===== config.mk =====
export PLATFORM = sky130hd
export DESIGN_NAME = grid_potential_quadratic_update_top_flat
export DESIGN_NICKNAME = d
export VERILOG_FILES = /design/src/rtl/core/gpqu_pkg.sv /design/src/rtl/core/gpqu_if.sv /design/src/rtl/core/gpqu_divider.sv /design/src/rtl/core/grid_potential_quadratic_update_top.sv /design/src/flat_wrapper.sv
export SDC_FILE = /design/constraint.sdc
export NUM_CORES = 2
export LEC_CHECK = 0
export BUFFER_PORTS_ARGS = -buffer_cell sky130_fd_sc_hd__buf_4
export CAP_MARGIN = 10
export CORE_MARGIN = 1.5
export CORE_UTILIZATION = 64
export DETAILED_ROUTE_END_ITERATION = 16
export PLACE_DENSITY = 0.85
export SKIP_LAST_GASP = 1
export SLEW_MARGIN = 10
export SYNTH_ARGS = -nofsm -noshare
export SYNTH_HDL_FRONTEND = slang
export SYNTH_SLANG_ARGS = --single-unit

===== constraint.sdc =====
create_clock -name clk -period 64.8 [get_ports clk]
set_clock_uncertainty 0.15 [all_clocks]
set_input_delay 12.96 -clock clk [delete_from_list [all_inputs] [get_ports clk]]
set_output_delay 12.96 -clock clk [all_outputs]
set_load 0.03 [all_outputs]

===== src/rtl/core/gpqu_pkg.sv =====
// Package for the grid potential quadratic update block.
// Widths, Q0.16 coefficients and the sideband type carried down the pipeline.
// No dependencies.
package gpqu_pkg;

  localparam int POTENTIAL_WIDTH    = 32;
  localparam int COST_WIDTH         = 16;
  localparam int RATIO_WIDTH        = 16;
  localparam int DIV_BITS_PER_STAGE = 2;
  localparam int DIV_STAGES         = RATIO_WIDTH / DIV_BITS_PER_STAGE;
  localparam int PROD_WIDTH         = 32;
  localparam int ACC_WIDTH          = 33;
  localparam int V_WIDTH            = 17;
  localparam int INC_WIDTH          = COST_WIDTH + 1;

  // quadratic coefficients, Q0.16
  localparam logic [15:0] COEF_A = 16'd15080;
  localparam logic [15:0] COEF_B = 16'd34780;
  localparam logic [15:0] COEF_C = 16'd46137;

  typedef logic [POTENTIAL_WIDTH-1:0] potential_t;
  typedef logic [COST_WIDTH-1:0]      cost_t;
  typedef logic [RATIO_WIDTH-1:0]     ratio_t;

  typedef struct packed {
    potential_t tmin;
    cost_t      cost;
    logic       full;   // dc >= cost: increment is the plain cost
  } side_t;

endpackage


===== src/rtl/core/gpqu_if.sv =====
// Valid/ready channels of the grid potential quadratic update block.
// Depends on gpqu_pkg.
interface gpqu_req_if;
  logic                 valid;
  logic                 ready;
  gpqu_pkg::potential_t left_potential;
  gpqu_pkg::potential_t right_potential;
  gpqu_pkg::potential_t up_potential;
  gpqu_pkg::potential_t down_potential;
  gpqu_pkg::cost_t      step_cost;

  modport source (
    output valid, left_potential, right_potential, up_potential, down_potential, step_cost,
    input  ready
  );
  modport sink (
    input  valid, left_potential, right_potential, up_potential, down_potential, step_cost,
    output ready
  );
endinterface

interface gpqu_rsp_if;
  logic                 valid;
  logic                 ready;
  gpqu_pkg::potential_t new_potential;
  logic                 saturated;

  modport source (
    output valid, new_potential, saturated,
    input  ready
  );
  modport sink (
    input  valid, new_potential, saturated,
    output ready
  );
endinterface


===== src/rtl/core/gpqu_divider.sv =====
// Pipelined restoring divider: quotient = (rem << 16) / div, given rem < div.
// Two quotient bits per stage. Depends on gpqu_pkg.
module gpqu_divider (
  input  logic                   clk,
  input  logic                   rst,
  input  logic                   advance,
  input  logic                   in_valid,
  input  gpqu_pkg::cost_t        in_rem,
  input  gpqu_pkg::cost_t        in_div,
  input  gpqu_pkg::side_t        in_side,
  output logic                   out_valid,
  output gpqu_pkg::ratio_t       out_quot,
  output gpqu_pkg::side_t        out_side
);

  typedef struct packed {
    gpqu_pkg::cost_t  rem;
    gpqu_pkg::ratio_t quot;
  } div_state_t;

  function automatic div_state_t div_step(div_state_t s, gpqu_pkg::cost_t d);
    logic [gpqu_pkg::COST_WIDTH:0] trial;
    div_state_t                    t;
    t = s;
    for (int k = 0; k < gpqu_pkg::DIV_BITS_PER_STAGE; k++) begin
      trial = {t.rem, 1'b0};
      if (trial >= {1'b0, d}) begin
        trial  = trial - {1'b0, d};
        t.quot = {t.quot[gpqu_pkg::RATIO_WIDTH-2:0], 1'b1};
      end else begin
        t.quot = {t.quot[gpqu_pkg::RATIO_WIDTH-2:0], 1'b0};
      end
      t.rem = trial[gpqu_pkg::COST_WIDTH-1:0];
    end
    return t;
  endfunction

  logic [gpqu_pkg::DIV_STAGES-1:0] vld;
  div_state_t                      st   [gpqu_pkg::DIV_STAGES];
  gpqu_pkg::cost_t                 dv   [gpqu_pkg::DIV_STAGES];
  gpqu_pkg::side_t                 side [gpqu_pkg::DIV_STAGES];
  div_state_t                      init;

  assign init.rem  = in_rem;
  assign init.quot = '0;

  always_ff @(posedge clk) begin
    if (rst) begin
      vld <= '0;
    end else if (advance) begin
      vld <= {vld[gpqu_pkg::DIV_STAGES-2:0], in_valid};
    end
  end

  always_ff @(posedge clk) begin
    if (advance) begin
      st[0]   <= div_step(init, in_div);
      dv[0]   <= in_div;
      side[0] <= in_side;
      for (int i = 1; i < gpqu_pkg::DIV_STAGES; i++) begin
        st[i]   <= div_step(st[i-1], dv[i-1]);
        dv[i]   <= dv[i-1];
        side[i] <= side[i-1];
      end
    end
  end

  assign out_valid = vld[gpqu_pkg::DIV_STAGES-1];
  assign out_quot  = st[gpqu_pkg::DIV_STAGES-1].quot;
  assign out_side  = side[gpqu_pkg::DIV_STAGES-1];

endmodule


===== src/rtl/core/grid_potential_quadratic_update_top.sv =====
// Grid potential quadratic update: new cell potential from four neighbors and a cost.
// Top level; depends on gpqu_pkg, gpqu_if (gpqu_req_if, gpqu_rsp_if) and gpqu_divider.
//
// Fully pipelined: one request per cycle while not stalled, through 2 min/difference
// stages, 8 divider stages at two quotient bits each, 4 multiply and accumulate
// stages and 1 add/saturate output register. The whole pipeline moves
// together; it stalls only while a result sits in the output register untaken.
module grid_potential_quadratic_update_top (
  input logic        clk,
  input logic        rst,
  gpqu_req_if.sink   req,
  gpqu_rsp_if.source rsp
);

  localparam int PW = gpqu_pkg::POTENTIAL_WIDTH;

  logic advance;
  assign advance   = !rsp.valid || rsp.ready;
  assign req.ready = advance;

  // stage 1: horizontal and vertical minimum
  logic                 s1_valid;
  gpqu_pkg::potential_t s1_horiz;
  gpqu_pkg::potential_t s1_vert;
  gpqu_pkg::cost_t      s1_cost;

  always_ff @(posedge clk) begin
    if (rst) begin
      s1_valid <= 1'b0;
    end else if (advance) begin
      s1_valid <= req.valid;
    end
  end

  always_ff @(posedge clk) begin
    if (advance) begin
      s1_horiz <= (req.left_potential < req.right_potential) ? req.left_potential
                                                             : req.right_potential;
      s1_vert  <= (req.up_potential < req.down_potential) ? req.up_potential
                                                          : req.down_potential;
      s1_cost  <= req.step_cost;
    end
  end

  // stage 2: difference, smaller minimum, full-cost test
  gpqu_pkg::potential_t dc;
  gpqu_pkg::side_t      s2_side_next;
  logic                 s2_valid;
  gpqu_pkg::side_t      s2_side;
  gpqu_pkg::cost_t      s2_dc;

  always_comb begin
    if (s1_horiz > s1_vert) begin
      dc                = s1_horiz - s1_vert;
      s2_side_next.tmin = s1_vert;
    end else begin
      dc                = s1_vert - s1_horiz;
      s2_side_next.tmin = s1_horiz;
    end
    s2_side_next.cost = s1_cost;
    s2_side_next.full = dc >= PW'(s1_cost);
  end

  always_ff @(posedge clk) begin
    if (rst) begin
      s2_valid <= 1'b0;
    end else if (advance) begin
      s2_valid <= s1_valid;
    end
  end

  always_ff @(posedge clk) begin
    if (advance) begin
      s2_side <= s2_side_next;
      s2_dc   <= dc[gpqu_pkg::COST_WIDTH-1:0];
    end
  end

  // ratio = (dc << 16) / cost
  logic             dv_valid;
  gpqu_pkg::ratio_t dv_ratio;
  gpqu_pkg::side_t  dv_side;

  gpqu_divider u_divider (
    .clk       (clk),
    .rst       (rst),
    .advance   (advance),
    .in_valid  (s2_valid),
    .in_rem    (s2_dc),
    .in_div    (s2_side.cost),
    .in_side   (s2_side),
    .out_valid (dv_valid),
    .out_quot  (dv_ratio),
    .out_side  (dv_side)
  );

  // m1: r*r and B*r
  logic                                m1_valid;
  logic [gpqu_pkg::PROD_WIDTH-1:0]     m1_rsq;
  logic [gpqu_pkg::PROD_WIDTH-1:0]     m1_bterm;
  gpqu_pkg::side_t                     m1_side;
  // m2: A*r2
  logic                                m2_valid;
  logic [gpqu_pkg::PROD_WIDTH-1:0]     m2_aterm;
  logic [gpqu_pkg::PROD_WIDTH-1:0]     m2_bterm;
  gpqu_pkg::side_t                     m2_side;
  logic [gpqu_pkg::PROD_WIDTH:0]       rsq_rnd;
  logic [15:0]                         r2;
  // m3: v
  logic                                m3_valid;
  logic [gpqu_pkg::V_WIDTH-1:0]        m3_v;
  gpqu_pkg::side_t                     m3_side;
  logic [gpqu_pkg::ACC_WIDTH-1:0]      acc;
  logic [gpqu_pkg::ACC_WIDTH-1:0]      acc_rnd;
  // m4: cost * v
  logic                                m4_valid;
  logic [gpqu_pkg::ACC_WIDTH-1:0]      m4_prod;
  gpqu_pkg::side_t                     m4_side;
  // output
  logic [gpqu_pkg::ACC_WIDTH-1:0]      prod_rnd;
  logic [gpqu_pkg::INC_WIDTH-1:0]      inc;
  logic [PW:0]                         sum;
  gpqu_pkg::potential_t                out_tmin;

  always_comb begin
    rsq_rnd = {1'b0, m1_rsq} + (gpqu_pkg::PROD_WIDTH+1)'(32768);
    r2      = rsq_rnd[31:16];
    acc     = {1'b0, gpqu_pkg::COEF_C, 16'b0} + {1'b0, m2_bterm} - {1'b0, m2_aterm};
    acc_rnd = acc + gpqu_pkg::ACC_WIDTH'(32768);
    prod_rnd = m4_prod + gpqu_pkg::ACC_WIDTH'(32768);
    inc     = m4_side.full ? {1'b0, m4_side.cost} : prod_rnd[32:16];
    sum     = {1'b0, m4_side.tmin} + (PW+1)'(inc);
  end

  always_ff @(posedge clk) begin
    if (rst) begin
      m1_valid  <= 1'b0;
      m2_valid  <= 1'b0;
      m3_valid  <= 1'b0;
      m4_valid  <= 1'b0;
      rsp.valid <= 1'b0;
    end else if (advance) begin
      m1_valid  <= dv_valid;
      m2_valid  <= m1_valid;
      m3_valid  <= m2_valid;
      m4_valid  <= m3_valid;
      rsp.valid <= m4_valid;
    end
  end

  always_ff @(posedge clk) begin
    if (advance) begin
      m1_rsq            <= {16'b0, dv_ratio} * {16'b0, dv_ratio};
      m1_bterm          <= {16'b0, gpqu_pkg::COEF_B} * {16'b0, dv_ratio};
      m1_side           <= dv_side;
      m2_aterm          <= {16'b0, gpqu_pkg::COEF_A} * {16'b0, r2};
      m2_bterm          <= m1_bterm;
      m2_side           <= m1_side;
      m3_v              <= acc_rnd[32:16];
      m3_side           <= m2_side;
      m4_prod           <= gpqu_pkg::ACC_WIDTH'(m3_side.cost) * gpqu_pkg::ACC_WIDTH'(m3_v);
      m4_side           <= m3_side;
      rsp.new_potential <= sum[PW] ? {PW{1'b1}} : sum[PW-1:0];
      rsp.saturated     <= sum[PW];
      out_tmin          <= m4_side.tmin;
    end
  end

  a_sat_max: assert property (@(posedge clk) disable iff (rst)
    rsp.valid && rsp.saturated |-> &rsp.new_potential)
    else $error("saturated result is not the maximum potential");

  a_not_below_tmin: assert property (@(posedge clk) disable iff (rst)
    rsp.valid |-> rsp.new_potential >= out_tmin)
    else $error("result below smaller neighbor minimum");

  a_v_floor: assert property (@(posedge clk) disable iff (rst)
    m3_valid && !m3_side.full |-> m3_v >= gpqu_pkg::V_WIDTH'(gpqu_pkg::COEF_C))
    else $error("quadratic value below its constant term");

  a_stall_blocks: assert property (@(posedge clk) disable iff (rst)
    rsp.valid && !rsp.ready |-> !req.ready)
    else $error("request taken while result stalled");

  a_ratio_range: assert property (@(posedge clk) disable iff (rst)
    dv_valid && !dv_side.full && dv_side.cost == gpqu_pkg::COST_WIDTH'(1)
      |-> dv_ratio == '0)
    else $error("ratio nonzero for unit cost");

endmodule

===== src/flat_wrapper.sv =====
// flat-port wrapper written by rule: the top's interface ports become plain ports
module grid_potential_quadratic_update_top_flat 
  (clk, rst, req_valid, req_left_potential, req_right_potential, req_up_potential, req_down_potential, req_step_cost, req_ready, rsp_valid, rsp_new_potential, rsp_saturated, rsp_ready);
  gpqu_req_if req_i ();
  gpqu_rsp_if rsp_i ();
  input logic clk;
  input logic rst;
  input wire logic [$bits(req_i.valid)-1:0] req_valid;
  input wire logic [$bits(req_i.left_potential)-1:0] req_left_potential;
  input wire logic [$bits(req_i.right_potential)-1:0] req_right_potential;
  input wire logic [$bits(req_i.up_potential)-1:0] req_up_potential;
  input wire logic [$bits(req_i.down_potential)-1:0] req_down_potential;
  input wire logic [$bits(req_i.step_cost)-1:0] req_step_cost;
  output wire logic [$bits(req_i.ready)-1:0] req_ready;
  output wire logic [$bits(rsp_i.valid)-1:0] rsp_valid;
  output wire logic [$bits(rsp_i.new_potential)-1:0] rsp_new_potential;
  output wire logic [$bits(rsp_i.saturated)-1:0] rsp_saturated;
  input wire logic [$bits(rsp_i.ready)-1:0] rsp_ready;
  assign req_i.valid = req_valid;
  assign req_i.left_potential = req_left_potential;
  assign req_i.right_potential = req_right_potential;
  assign req_i.up_potential = req_up_potential;
  assign req_i.down_potential = req_down_potential;
  assign req_i.step_cost = req_step_cost;
  assign req_ready = req_i.ready;
  assign rsp_valid = rsp_i.valid;
  assign rsp_new_potential = rsp_i.new_potential;
  assign rsp_saturated = rsp_i.saturated;
  assign rsp_i.ready = rsp_ready;
  grid_potential_quadratic_update_top u_core (.clk(clk), .rst(rst), .req(req_i), .rsp(rsp_i));
endmodule

==> flow_summary.yaml <==
clock_tree:
  cts_buffers: 109
  ctsResizeCount: 0
  cts_num_sinks: 1104
  clkLatencyLatePin_ns: 0.77
  cts.path.max_buffers: 3
  cts_tree: "yes"
  cts_root_buffer: "clkbuf_16"
  cts_hold_buf: 0
  post_cts_buffers: 0
  path_clk_slew_ns: 0.07
  htreeDepth: 3
route:
  drc_errors: 0
  vias: 52000
  wl_per_cell_um: 19.3
  vias_per_cell: 5.84
  wl_mm: 171
  first_pass_iters: 7
  drtIter0Drc: 3935
  antenna_left: 0
yosys:
  syn_area_per_cell_um2: 11.4
  yosysUniqueCellTypes: 91
  syn-cell-area_um2: 79700
  synth-seq-area-share: 0.414
  synthArstFlopShare: 0
  ys_dominant_reg_cell: "edfxtp_1"
  syn_inst: 6963
  synth_edf_count: 1089
  synthesis.nets: 8529
  yosys_warnings: 0
  synth_seq_cells: 1104
cells_and_area:
  final_common_cell: "inv_1"
  seqCellArea_um2: 33000
  final_cell_mix: "inv_1 (1177), edfxtp_1 (1089), ha_1 (881)"
  final_nets: 8734
  n_fill_cell: 8324
  multi_input_area_um2: 41800
  final_core_util: 0.702
  syn_to_final_growth_pct: 8.94
  drive_above_1_share: 0.0956
  diodes: 0
sta:
  slew_violations: 0
  tightest_slew_ns: 1.14
  finalHoldViolCount: 0
  slew-limit-headroom: 0.242
  fmax_mhz: 36.9
  setup_viol: 0
  setup_tns_ns: 0
  fin_crit_sh: 0.418
  fin_ws_ns: 37.70
  min_period_ns: 27.10
  rsz0062_at_grt: "no"
place:
  gp_congestion: 0.915
  place_hpwl_mm: 130
  port_buffers: 182
  dpl_worst_slack_ns: 37.71
critical_path:
  crit_required_ns: 51.69
  cp-end-kind: "output port"
  worstPathArrival_ns: 13.99
  startpoint_type: "input pin"
  reg2regPathDepth: 26
  path_common_cell: "buf_4"
  path_cells: "buf_4 -> nor2b_1 -> buf_4 -> inv_8 -> buf_4"
  cp_max_fo: 61
  path_class: "input pin to output port"
  slowest_stage: "inv_8"
  slowest_delay_ns: 0.36
global_routing:
  grt_max_degree: 99
  antenna_found_initial: 1
  grt.overflow.total: 0
  grt_pass1_wl_mm: 279
  grt_pass1_vias: 54200
  grt.total_usage: 0.276
die:
  die_h_um: 356
  boundaryPins: 183
  die_x_um: 356
  core_area_um2: 124000
  initial_core_util: 0.645
  die_area_um2: 127000
  num_rows: 129
hold_path:
  hp-class: "register to register"
  hold_depth: 0
run_status:
  status: "complete, no violations"
flow_run:
  drv_cap: 0
-- cell type report --
cell class                 count  share of cell area
timing repair buffer         221              0.0193
sequential                  1104               0.380
multi-input combinational   4551               0.481
tap                         1637              0.0236
clock buffer                 141              0.0348
inverter                    1181              0.0511
clock inverter                62             0.00973
-- metrics by stage --
stage / cell area, µm² / hold WS (ns) / instances
floorplan: 79700 / 0.250 / 6963
global placement: 82900 / 0.250 / 8693
detailed placement: 82900 / 0.255 / 8693
CTS: 86800 / 0.173 / 8896
global route: 86800 / 0.184 / 8897
finish: 86800 / 0.191 / 8897
-- state kept, by name (all words and copies together) (netlist names), 17 cells and up --
register / cells
u_core.u_divider.side: 287
u_core.u_divider.st: 184
u_core.u_divider.dv: 105
u_core.m1_side: 49
u_core.m2_side: 49
u_core.m3_side: 49
u_core.m4_side: 49
u_core.s2_side: 49
u_core.rsp.new_potential: 32
u_core.s1_horiz: 32
u_core.s1_vert: 32
u_core.m2_bterm: 30
u_core.m1_bterm: 29
u_core.m2_aterm: 27
u_core.m1_rsq: 18
u_core.m4_prod: 18
u_core.m3_v: 17
-- kinds of logic after synthesis --
family | count (synthesis) | share of synthesized area
XOR/XNOR | 337 | 0.0370
adder cells (fa/ha/maj) | 1418 | 0.273
AO/OA/AOI/OAI | 1071 | 0.0886
multiplexers | 248 | 0.0356
buffers and inverters | 1308 | 0.0621
AND/OR/NAND/NOR | 1477 | 0.0894
flip-flops | 1104 | 0.414
-- final timing paths --
kind	slack, ns	end	from
max	37.70	req_ready	rsp_ready
min	0.19	u_core.u_divider.side[3][21]$_DFFE_PP_	u_core.u_divider.side[2][21]$_DFFE_PP_
max reg2reg	56.37	u_core.m1_rsq[31]$_DFFE_PP_	u_core.u_divider.st[1][102]$_DFFE_PP_
min reg2reg	0.19	u_core.u_divider.side[3][21]$_DFFE_PP_	u_core.u_divider.side[2][21]$_DFFE_PP_
-- metal layers --
layer / vias to the layer above / routed length [µm] / global-route usage
li1: 24400 / - / -
met1: 25400 / 69700 / 0.351
met2: 1751 / 85400 / 0.478
met3: 445 / 9660 / 0.0407
met4: 2 / 6670 / 0.105
met5: - / 11 / 0
-- synth_stat cells, types with 16 or more instances --
master       n  area, µm²
a211o_1     16        140
a211oi_1    28        210
a21boi_0    26        195
a21o_1     165       1240
a21oi_1    273       1370
a31oi_1     21        131
and2_1     157        982
and3_1      40        250
buf_2       18       90.1
clkbuf_1    98        368
edfxtp_1  1089      32700
fa_1       537      10800
ha_1       881      11000
inv_1     1178       4420
mux2_2     215       2420
mux2_4      16        240
nand2_1    479       1800
nand2b_1    49        307
nand3_1     99        495
nand4_1     76        475
nor2_1     293       1100
nor2b_1     70        438
nor3_1     107        536
nor4_1      26        163
o211ai_1    24        180
o21a_1      71        533
o21ai_0    224       1120
o21ai_1     16       80.1
o21bai_1    29        218
o31ai_1     25        188
or2_2       20        125
or3_1       22        138
xnor2_1    219       1920
xor2_1     118       1030
-- critical path: cells and delay by family --
family	cells	cell delay, ns
buffers and inverters	4	0.90
and+or+nand+nor	1	0.04
Power is left out: the tool's default activity adds up to more than one toggle a clock period on the data nets, which glitch-free logic cannot reach.
